--- src/hdl/apqar_pkg.sv ---
// ----------------------------------------------------------------------------
// apqar_pkg
// Shared constants for the associative page store with age replacement.
// ----------------------------------------------------------------------------
package apqar_pkg;

	localparam int ENTRIES_DEFAULT = 8;
	localparam int PAGE_W          = 52;

	// action codes
	localparam logic ACT_INSERT = 1'b0;
	localparam logic ACT_LOOKUP = 1'b1;

endpackage

--- src/hdl/apqar_match.sv ---
// ----------------------------------------------------------------------------
// apqar_match
// Parallel tag compare over all entries; picks the lowest valid match.
// ----------------------------------------------------------------------------
module apqar_match #(
	parameter int ENTRIES = apqar_pkg::ENTRIES_DEFAULT
) (
	input  logic [apqar_pkg::PAGE_W-1:0]              page,
	input  logic [ENTRIES-1:0][apqar_pkg::PAGE_W-1:0] pages,
	input  logic [ENTRIES-1:0]                        valid,
	output logic [ENTRIES-1:0]                        match_oh,
	output logic                                      hit
);

	logic [ENTRIES-1:0] match_vec;

	always_comb begin
		for (int i = 0; i < ENTRIES; i++) begin
			match_vec[i] = valid[i] && (pages[i] == page);
		end
	end

	// isolate lowest set bit
	assign match_oh = match_vec & (~match_vec + ENTRIES'(1));
	assign hit      = |match_vec;

endmodule

--- src/hdl/apqar_age_ctl.sv ---
// ----------------------------------------------------------------------------
// apqar_age_ctl
// Next valid bits and ages for one beat, plus the entry to write on an insert miss.
// ----------------------------------------------------------------------------
module apqar_age_ctl #(
	parameter int ENTRIES = apqar_pkg::ENTRIES_DEFAULT,
	localparam int AGE_W  = $clog2(ENTRIES)
) (
	input  logic                           insert,
	input  logic                           hit,
	input  logic [ENTRIES-1:0]             match_oh,
	input  logic [ENTRIES-1:0]             valid,
	input  logic [ENTRIES-1:0][AGE_W-1:0]  age,
	output logic [ENTRIES-1:0]             valid_nx,
	output logic [ENTRIES-1:0][AGE_W-1:0]  age_nx,
	output logic [ENTRIES-1:0]             wr_oh
);

	localparam logic [AGE_W-1:0] AGE_MAX = AGE_W'(ENTRIES - 1);

	logic [ENTRIES-1:0] free_vec;
	logic [ENTRIES-1:0] free_oh;
	logic [ENTRIES-1:0] old_vec;
	logic [ENTRIES-1:0] old_oh;
	logic [ENTRIES-1:0] victim_oh;
	logic [ENTRIES-1:0] fill_oh;
	logic [AGE_W-1:0]   match_age;
	logic               full;

	assign free_vec = ~valid;
	assign free_oh  = free_vec & (~free_vec + ENTRIES'(1));
	assign full     = &valid;

	always_comb begin
		for (int i = 0; i < ENTRIES; i++) begin
			old_vec[i] = (age[i] == AGE_MAX);
		end
	end

	assign old_oh    = old_vec & (~old_vec + ENTRIES'(1));
	// no oldest entry in a full store: fall back to entry 0
	assign victim_oh = (|old_vec) ? old_oh : ENTRIES'(1);
	assign fill_oh   = full ? victim_oh : free_oh;
	assign wr_oh     = (insert && !hit) ? fill_oh : '0;

	always_comb begin
		match_age = '0;
		for (int i = 0; i < ENTRIES; i++) begin
			match_age = match_age | (match_oh[i] ? age[i] : '0);
		end
	end

	always_comb begin
		valid_nx = valid;
		age_nx   = age;
		if (insert) begin
			for (int j = 0; j < ENTRIES; j++) begin
				if (hit) begin
					if (match_oh[j]) begin
						age_nx[j] = '0;
					end else if (valid[j] && (age[j] < match_age) && (age[j] != AGE_MAX)) begin
						age_nx[j] = age[j] + AGE_W'(1);
					end
				end else begin
					if (fill_oh[j]) begin
						valid_nx[j] = 1'b1;
						age_nx[j]   = '0;
					end else if (valid[j] && (age[j] != AGE_MAX)) begin
						age_nx[j] = age[j] + AGE_W'(1);
					end
				end
			end
		end
	end

endmodule

--- src/hdl/assoc_page_queue_age_replace.sv ---
// ----------------------------------------------------------------------------
// assoc_page_queue_age_replace
// Fully associative page store with age-based replacement.
// ----------------------------------------------------------------------------
// The request is registered in the s1 stage, then the result in done_q/hit_q.
// Throughput: one beat per cycle; busy stays low, the store updates in the
//   cycle after accept, so each beat sees all earlier beats' effects.
// Reset: arst_n clears all valid bits, ages and strobes at once.
// Results cannot be stalled: done is high for exactly one cycle per beat.
module assoc_page_queue_age_replace #(
	parameter int ENTRIES = apqar_pkg::ENTRIES_DEFAULT
) (
	input  logic                         clk,
	input  logic                         arst_n,
	input  logic                         start,
	output logic                         busy,
	input  logic                         action,
	input  logic [apqar_pkg::PAGE_W-1:0] page_number,
	output logic                         done,
	output logic                         hit
);

	localparam int AGE_W = $clog2(ENTRIES);

	logic                                      valid_s1;
	logic                                      action_s1;
	logic [apqar_pkg::PAGE_W-1:0]              page_s1;

	logic [ENTRIES-1:0]                        valid_q;
	logic [ENTRIES-1:0][AGE_W-1:0]             age_q;
	logic [ENTRIES-1:0][apqar_pkg::PAGE_W-1:0] page_q;

	logic                                      done_q;
	logic                                      hit_q;

	logic [ENTRIES-1:0]                        match_oh;
	logic                                      match_hit;
	logic                                      insert;
	logic [ENTRIES-1:0]                        valid_nx;
	logic [ENTRIES-1:0][AGE_W-1:0]             age_nx;
	logic [ENTRIES-1:0]                        wr_oh;

	assign busy   = 1'b0;
	assign insert = valid_s1 && (action_s1 == apqar_pkg::ACT_INSERT);

	apqar_match #(.ENTRIES(ENTRIES)) u_match (
		.page     (page_s1),
		.pages    (page_q),
		.valid    (valid_q),
		.match_oh (match_oh),
		.hit      (match_hit)
	);

	apqar_age_ctl #(.ENTRIES(ENTRIES)) u_age (
		.insert   (insert),
		.hit      (match_hit),
		.match_oh (match_oh),
		.valid    (valid_q),
		.age      (age_q),
		.valid_nx (valid_nx),
		.age_nx   (age_nx),
		.wr_oh    (wr_oh)
	);

	always_ff @(posedge clk or negedge arst_n) begin
		if (!arst_n) begin
			valid_s1 <= 1'b0;
			valid_q  <= '0;
			age_q    <= '0;
			done_q   <= 1'b0;
		end else begin
			valid_s1 <= start && !busy;
			valid_q  <= valid_nx;
			age_q    <= age_nx;
			done_q   <= valid_s1;
		end
	end

	always_ff @(posedge clk) begin
		if (start && !busy) begin
			action_s1 <= action;
			page_s1   <= page_number;
		end
		hit_q <= match_hit;
		for (int i = 0; i < ENTRIES; i++) begin
			if (wr_oh[i]) begin
				page_q[i] <= page_s1;
			end
		end
	end

	assign done = done_q;
	assign hit  = hit_q;

endmodule

--- config.mk ---
export PLATFORM = sky130hd
export DESIGN_NAME = assoc_page_queue_age_replace
export DESIGN_NICKNAME = d
export VERILOG_FILES = /design/src/hdl/apqar_pkg.sv /design/src/hdl/apqar_match.sv /design/src/hdl/apqar_age_ctl.sv /design/src/hdl/assoc_page_queue_age_replace.sv
export SDC_FILE = /design/constraint.sdc
export NUM_CORES = 1
export LEC_CHECK = 0
export BUFFER_PORTS_ARGS = -buffer_cell sky130_fd_sc_hd__buf_2
export CAP_MARGIN = 20
export CORE_UTILIZATION = 50
export DETAILED_ROUTE_END_ITERATION = 10
export GPL_TIMING_DRIVEN = 0
export PLACE_DENSITY = 0.78
export SYNTH_ARGS = -nofsm -noshare
export SYNTH_HDL_FRONTEND = slang
export SYNTH_SLANG_ARGS = --single-unit
export TNS_END_PERCENT = 30
--- constraint.sdc ---
create_clock -name clk -period 13.4 [get_ports clk]
set_input_delay 1.34 -clock clk [delete_from_list [all_inputs] [get_ports clk]]
set_output_delay 1.34 -clock clk [all_outputs]
set_load 0.005 [all_outputs]
==> results of run 1 <==
final timing paths:
kind	start	endpoint	slack, ns	cells past startpoint
setup / recovery	page_s1[19]	page_q[79]	6.63	14
hold / removal	valid_s1	done	0.42	0
setup reg to reg	page_s1[19]	page_q[79]	6.63	14
hold reg to reg	valid_s1	done	0.42	0
max in group asynchronous	arst_n	done	12.02	1
min in group asynchronous	arst_n	age_q[13]	0.83	1
cell type report:
cell class,count,area [um2],area share [%]
antenna,1,2.50,0.00930
buffer,62,327,1.21
clock buffer,59,1350,5.01
clock inverter,37,260,0.968
inverter,56,210,0.782
multi-input combinational,1199,8540,31.8
sequential,504,15000,55.6
tap,607,759,2.82
timing repair buffer,70,493,1.83
cells in the mapped netlist (20+ instances only):
cell	number	area, um2
xnor2_1	206	1800
nor2b_1	20	125
xor2_1	132	1160
nand3_1	45	225
clkbuf_1	24	90.1
o21ai_0	20	100
dfrtp_1	34	851
nand4_1	116	726
nor4_1	75	469
nor3_1	39	195
nand2_1	78	293
nor2_1	53	199
a21oi_1	20	100
edfxtp_1	469	14100
buf_2	20	100
and3_1	20	125
inv_1	54	203
nand2b_1	130	813
power groups by stage:
stage	Sequential (mW)	Clock (mW)	Combinational, mW
floorplan	2.02	0	0.452
global placement	2.13	0	0.651
detailed placement	2.12	0	0.680
CTS	2.09	1.41	0.683
global route	2.10	1.46	0.746
finish	2.10	1.40	0.697
cells by family (layout without fill, tap and decap cells):
| family | after synthesis | after routing |
|---|---|---|
| xor gates and xnor gates | 340 | 340 |
| DFF | 504 | 504 |
| AOI/OAI and AO/OA | 153 | 153 |
| other | 1 | 2 |
| buffers and inverters | 118 | 284 |
| muxes | 18 | 18 |
| and+or+nand+nor | 667 | 667 |
| adders and majority gates | 20 | 20 |
layer usage:
metal / vias up / global-route usage, % / wire [um]
li1: 7112 / - / -
met1: 8313 / 44.9 / 31000
met2: 1212 / 52.9 / 37500
met3: 262 / 7.17 / 9970
met4: 0 / 22.3 / 6020
met5: - / 0 / 0
sequential cells by signal, indices dropped and copies added (netlist names):
| register | count |
|---|---|
| page_q | 416 |
| page_s1 | 52 |
| age_q | 24 |
| valid_q | 8 |
| action_s1 | 1 |
| done | 1 |
| hit | 1 |
| valid_s1 | 1 |
per-stage QoR:
step                hold slack (ns)  power [mW]  std cells  worst slack, ns  instance area, um2
detailed placement            0.401        2.80       2498             6.96               25300
finish                        0.419        4.19       2595             6.63               26900
floorplan                     0.359        2.48       1821             7.79               24000
CTS                           0.425        4.18       2594             6.91               26900
global placement              0.396        2.78       2485             3.08               25000
global route                  0.437        4.31       2594             6.65               26900
critical path, cell delays in order, from the launching register on:
cell and delay (ns):
edfxtp_1 0.95, buf_1 0.91, xor2_1 0.28, nor4_1 0.11
nand4_1 0.12, or4_1 0.25, buf_2 0.29, o21ai_2 0.14
nor4_1 0.46, buf_2 0.26, nor3b_2 0.64, buf_1 0.54
nand2_1 0.27, nor2_4 0.84, buf_12 0.30
cell usage in the layout, fill, tap and decap left out, drive strengths merged, types with 7 or more instances in the layout:
master / count
o2111ai: 14
xnor2: 208
nor3: 41
o22ai: 7
nand4: 116
xor2: 132
nor2b: 20
a21oi: 20
nand2: 79
and3: 21
nor2: 55
nor4: 76
and4: 8
or2: 13
buf: 107
dfrtp: 34
nand3: 47
clkbuf: 83
mux2i: 14
inv: 59
o21ai: 28
clkinv: 32
or4: 15
edfxtp: 469
ha: 16
nand2b: 131
==> impl_metrics.py, run 1 <==
metrics = {
    "floorplanning": {
        "die_y_um": 221,
        "die_area_um2": 48900,
        "ios": 59,
        "die_x_um": 221,
        "core_area_um2": 47000,
        "rows": 79,
        "start_util_pct": 51.1,
    },
    "layout": {
        "n_fill_cell": 3706,
        "post-route-util_pct": 57.3,
        "syn2layout_area_growth_pct": 12.1,
        "finalNetCount": 2018,
        "drive_above_1_share_pct": 11.1,
    },
    "clock_network": {
        "cts_buffers": 53,
        "clk_latency_ns": 0.62,
        "cts.sinks": 504,
        "root_buffer": "clkbuf_16",
        "cts_hold_buffers": 0,
        "cts_tree": "done",
        "postCtsSetupRepairBufs": 0,
        "post_cts_resized": 0,
        "htree_levels": 2,
        "clkTransAtPathRegs_ns": 0.06,
        "clk_path_buf_depth": 3,
    },
    "sta": {
        "relSlewSlack_pct": 23.1,
        "fin_skew_ns": 0.0194,
        "drv_slew": 0,
        "worst_pin_slew_ns": 1.15,
        "setup_viol": 0,
        "fin_crit_ns": 6.77,
        "rsz0062_at_grt": "false",
        "fin_crit_sh_pct": 50.5,
        "tns_ns": 0,
        "hold_violations": 0,
        "max_freq_mhz": 148,
    },
    "detailed_routing": {
        "num_vias": 16900,
        "dr.pass1.iters": 6,
        "ant_nets": 0,
        "drc": 0,
        "via_per_inst": 6.51,
        "wl_per_cell_um": 32.5,
        "routed_wl_um": 84500,
        "drt_iter0_drc": 2667,
    },
    "pwr": {
        "p_comb_share_pct": 16.6,
        "internal_power_mw": 2.91,
        "seq_power_share_pct": 50.0,
        "power_density_nw_per_um2": 156,
        "power_leakage_nw": 8.93,
        "vdd_ir_drop_max_v": 0.000136,
        "switching_share_pct": 30.6,
        "p_sw_mw": 1.28,
        "pwr-share-clk_pct": 33.4,
    },
    "global_route": {
        "grt_start_max_net_pins": 54,
        "grt_pass1_wl_um": 118000,
        "grt.overflow.total": 0,
        "grt_antenna_before_repair": 0,
        "track_usage_pct": 34.5,
        "grt_pass1_vias": 16300,
    },
    "place": {
        "io_buffers": 57,
        "gp_congestion": 1.03,
        "place_hpwl_um": 59800,
    },
    "logic_synthesis": {
        "synthFlopType": "edfxtp_1",
        "ys_seq_area_share_pct": 62.3,
        "syn-num-nets": 1893,
        "synth_compound_area_share_pct": 4.82,
        "synth.avg_cell_area_um2": 13.2,
        "ys_seq_elements": 504,
        "synthCells": 1821,
        "synth_cell_types": 102,
        "synth-xor-area-share_pct": 12.5,
        "synth_top_family_by_area": "simple AND/OR/NAND/NOR gates",
        "synthAdderAreaFrac_pct": 1.01,
        "syn_area_um2": 24000,
        "synth-edff-count": 469,
        "synth-simple-area-share_pct": 16.4,
        "postSynth.asyncResetShare_pct": 6.75,
        "yosysWarnings": 0,
        "muxShareOfSynthArea_pct": 0.772,
    },
    "critical_path": {
        "arrival_ns": 7.08,
        "start_kind": "flip-flop",
        "critPathKind": "flip-flop to flip-flop",
        "cp-end-kind": "flip-flop",
        "cp_max_fo": 34,
        "crit_required_ns": 13.71,
    },
    "outcome": {
        "outcome": "finished, final reports clean",
    },
    "job": {
        "maxCapViolCount": 0,
    },
    "hold_path": {
        "hold_path.class": "flip-flop to flip-flop",
    },
}
(Power assumes the default switching activity.)
==> run 2, diff against run 1 <==
Settings changed: ABC_AREA set to 1, PLACE_DENSITY 0.78 to 0.81.
Clock period 13.4 ns to 6.2 ns, I/O delays scaled along.
==> impl_metrics.py, run 2 <==
metrics = {
    "logic_synthesis": {
        "syn_area_um2": 24200,
        "synth.avg_cell_area_um2": 9.28,
        "yosys.area.top_type": "edfxtp_1",
        "syn-num-nets": 2676,
        "yosys-top-cells-count": "920 x nand2_1, 469 x edfxtp_1, 371 x inv_1, 283 x nor2_1, 113 x o21ai_0",
        "synthFlopType": "edfxtp_1",
        "synth_cell_types": 47,
        "postSynth.asyncResetShare_pct": 6.75,
        "ys_seq_area_share_pct": 61.9,
        "yosysMostFrequentCell": "nand2_1",
        "synth-edff-count": 469,
        "ys_seq_elements": 504,
        "synth_area_leaders": "edfxtp_1 58%, nand2_1 14%, inv_1 5.8%",
        "yosysWarnings": 0,
        "synthCells": 2604,
        "synth_top_area_share_pct": 58.3,
    },
    "layout": {
        "syn2layout_area_growth_pct": 13.2,
        "drive_above_1_share_pct": 11.1,
        "mostFrequentLayoutCells": "920 x nand2_1, 469 x edfxtp_1, 371 x inv_1",
        "largest_register": "page_q",
        "layout_commonest_cell": "nand2_1",
        "register_area_um2": 15000,
        "largest_reg_flops": 416,
        "instances_no_fill": 3392,
        "finalNetCount": 2806,
        "post-route-util_pct": 57.3,
        "multi_input_area_um2": 7410,
        "n_fill_cell": 4093,
        "largestRegisters": "page_q: 416 flops, page_s1: 52 flops, age_q: 24 flops",
    },
    "critical_path": {
        "reg2reg_slack_ns": 0.39,
        "cp_max_fo": 24,
        "crit_required_ns": 6.52,
        "r2r-end": "page_q[47]",
        "worst_r2r_path_depth": 21,
        "start_kind": "flip-flop",
        "arrival_ns": 6.12,
        "critPathKind": "flip-flop to flip-flop",
        "reg2reg_from": "page_s1[49]",
        "cp-end-kind": "flip-flop",
    },
    "floorplanning": {
        "die_area_um2": 49200,
        "ios": 59,
        "core_area_um2": 47700,
        "die_y_um": 222,
        "start_util_pct": 50.6,
        "rows": 80,
        "die_x_um": 222,
    },
    "place": {
        "dp_cells": 3293,
        "dp_slack_ns": 0.573,
        "gp_congestion": 1.03,
        "place_hpwl_um": 63300,
        "io_buffers": 57,
    },
    "detailed_routing": {
        "dr.pass1.iters": 5,
        "via_per_inst": 5.57,
        "routed_wl_um": 85000,
        "ant_nets": 0,
        "drc": 0,
        "num_vias": 18900,
        "wl_per_cell_um": 25.1,
        "drt_iter0_drc": 2677,
    },
    "sta": {
        "rsz0062_at_grt": "false",
        "fin_crit_sh_pct": 93.6,
        "relSlewSlack_pct": 31.8,
        "worst_pin_slew_ns": 1.02,
        "drv_slew": 0,
        "setup_viol": 0,
        "max_freq_mhz": 172,
        "hold_violations": 0,
        "fin_skew_ns": 0.0220,
        "fin_ws_ns": 0.395,
        "fin_crit_ns": 5.81,
        "worst_hold_slack_ns": 0.0931,
    },
    "global_route": {
        "grt_pass1_wl_um": 119000,
        "grt_antenna_before_repair": 2,
        "grt_start_max_net_pins": 35,
        "track_usage_pct": 34.6,
        "grt_pass1_vias": 17300,
        "grt.overflow.total": 0,
    },
    "clock_network": {
        "root_buffer": "clkbuf_16",
        "htree_levels": 2,
        "post_cts_resized": 0,
        "cts_tree": "done",
        "clkTransAtPathRegs_ns": 0.06,
        "cts.sinks": 504,
        "cts_buffers": 54,
        "cts_hold_buffers": 0,
        "clk_path_buf_depth": 3,
        "postCtsSetupRepairBufs": 0,
        "clk_latency_ns": 0.62,
    },
    "pwr": {
        "vdd_ir_drop_max_v": 0.000212,
        "power_leakage_nw": 12.0,
        "total_power_mw": 9.08,
        "power_density_nw_per_um2": 332,
    },
    "job": {
        "maxCapViolCount": 0,
    },
    "outcome": {
        "outcome": "finished, final reports clean",
    },
    "hold_path": {
        "hold_path.class": "primary input to async pin",
    },
}
-- run 2: cell count changes in the layout (fill, tap and decap cells not counted), moves of 20 or more --
cell      change
inv_2        +34
xnor2_1     -174
nor3_1       -24
nand2b_1    -128
or2_2        +25
buf_4        +26
xor2_1       -97
nand4_1      -87
nor2_1      +224
nor2b_1      -20
nand2_1     +842
nor4_1       -73
o21ai_0      +93
inv_1       +317
-- run 2: cells by family after synthesis --
| family | share of synthesized area, % |
|---|---|
| buffers and inverters | 7.74 |
| adder cells (fa/ha/maj) | 0.828 |
| flip-flops | 61.9 |
| AO/OA/AOI/OAI | 3.89 |
| XOR/XNOR | 2.43 |
| other | 0.0155 |
| AND/OR/NAND/NOR | 23.2 |
-- run 2: final cells by class --
| type | instances | share of cell area, % |
|---|---|---|
| diodes | 1 | 0.00914 |
| plain buffers | 51 | 1.24 |
| clock buffers | 69 | 5.38 |
| clock inverters | 29 | 0.859 |
| inverters | 408 | 5.59 |
| multi-input cells | 1641 | 27.1 |
| flip-flops and latches | 504 | 54.6 |
| well taps | 615 | 2.81 |
| repair buffers | 74 | 2.42 |
-- run 2: worst max-delay path by stage --
| stage | startpoint | end | slack, ns |
|---|---|---|---|
| finish | page_s1[49] | page_q[47] | 0.39 |
| global route | page_s1[49] | page_q[47] | 0.38 |
| CTS | page_s1[49] | page_q[47] | 0.55 |
| detailed placement | page_s1[49] | page_q[47] | 0.57 |
| global placement | page_s1[49] | page_q[47] | -3.11 |
| floorplan | page_s1[42] | page_q[0] | 1.29 |
-- run 2: routing by layer --
metal	share of wire (%)	up-vias	global-route usage (%)
met1	39	9047	46.2
met5	0	-	0
li1	-	8541	-
met4	5.3	0	16.7
met3	10	198	5.95
met2	46	1099	55.0
-- run 2: through the flow --
stage	instance area [um2]	TNS (ns)
after floorplan	24200	0
after global placement	25200	-1127.62
after detailed placement	25700	0
after CTS	27400	0
after global routing	27400	0
final	27400	0
-- run 2: power breakdown --
part	internal (mW)	leakage, nW	switching [mW]
Sequential	4.09	4.70	0.292
Combinational	0.465	6.50	1.04
Clock	1.83	0.837	1.37
Total	6.38	12.0	2.70
-- run 2: worst max-delay path, cell delays in order (launching register included) --
cell      delay, ns
edfxtp_1       0.66
clkbuf_2       0.38
inv_2          0.19
o21ai_0        0.67
nor2_1         0.11
nand2_1        0.20
nor2_1         0.06
nand2_1        0.07
nor2_1         0.06
nand2_1        0.18
nand2_2        0.09
nor2_4         0.23
nand3_1        0.14
nor2_1         0.18
nand2_1        0.16
inv_2          0.10
buf_2          0.25
nand2_1        0.17
buf_2          0.33
nor2_4         0.70
buf_12         0.30
buf_16         0.18
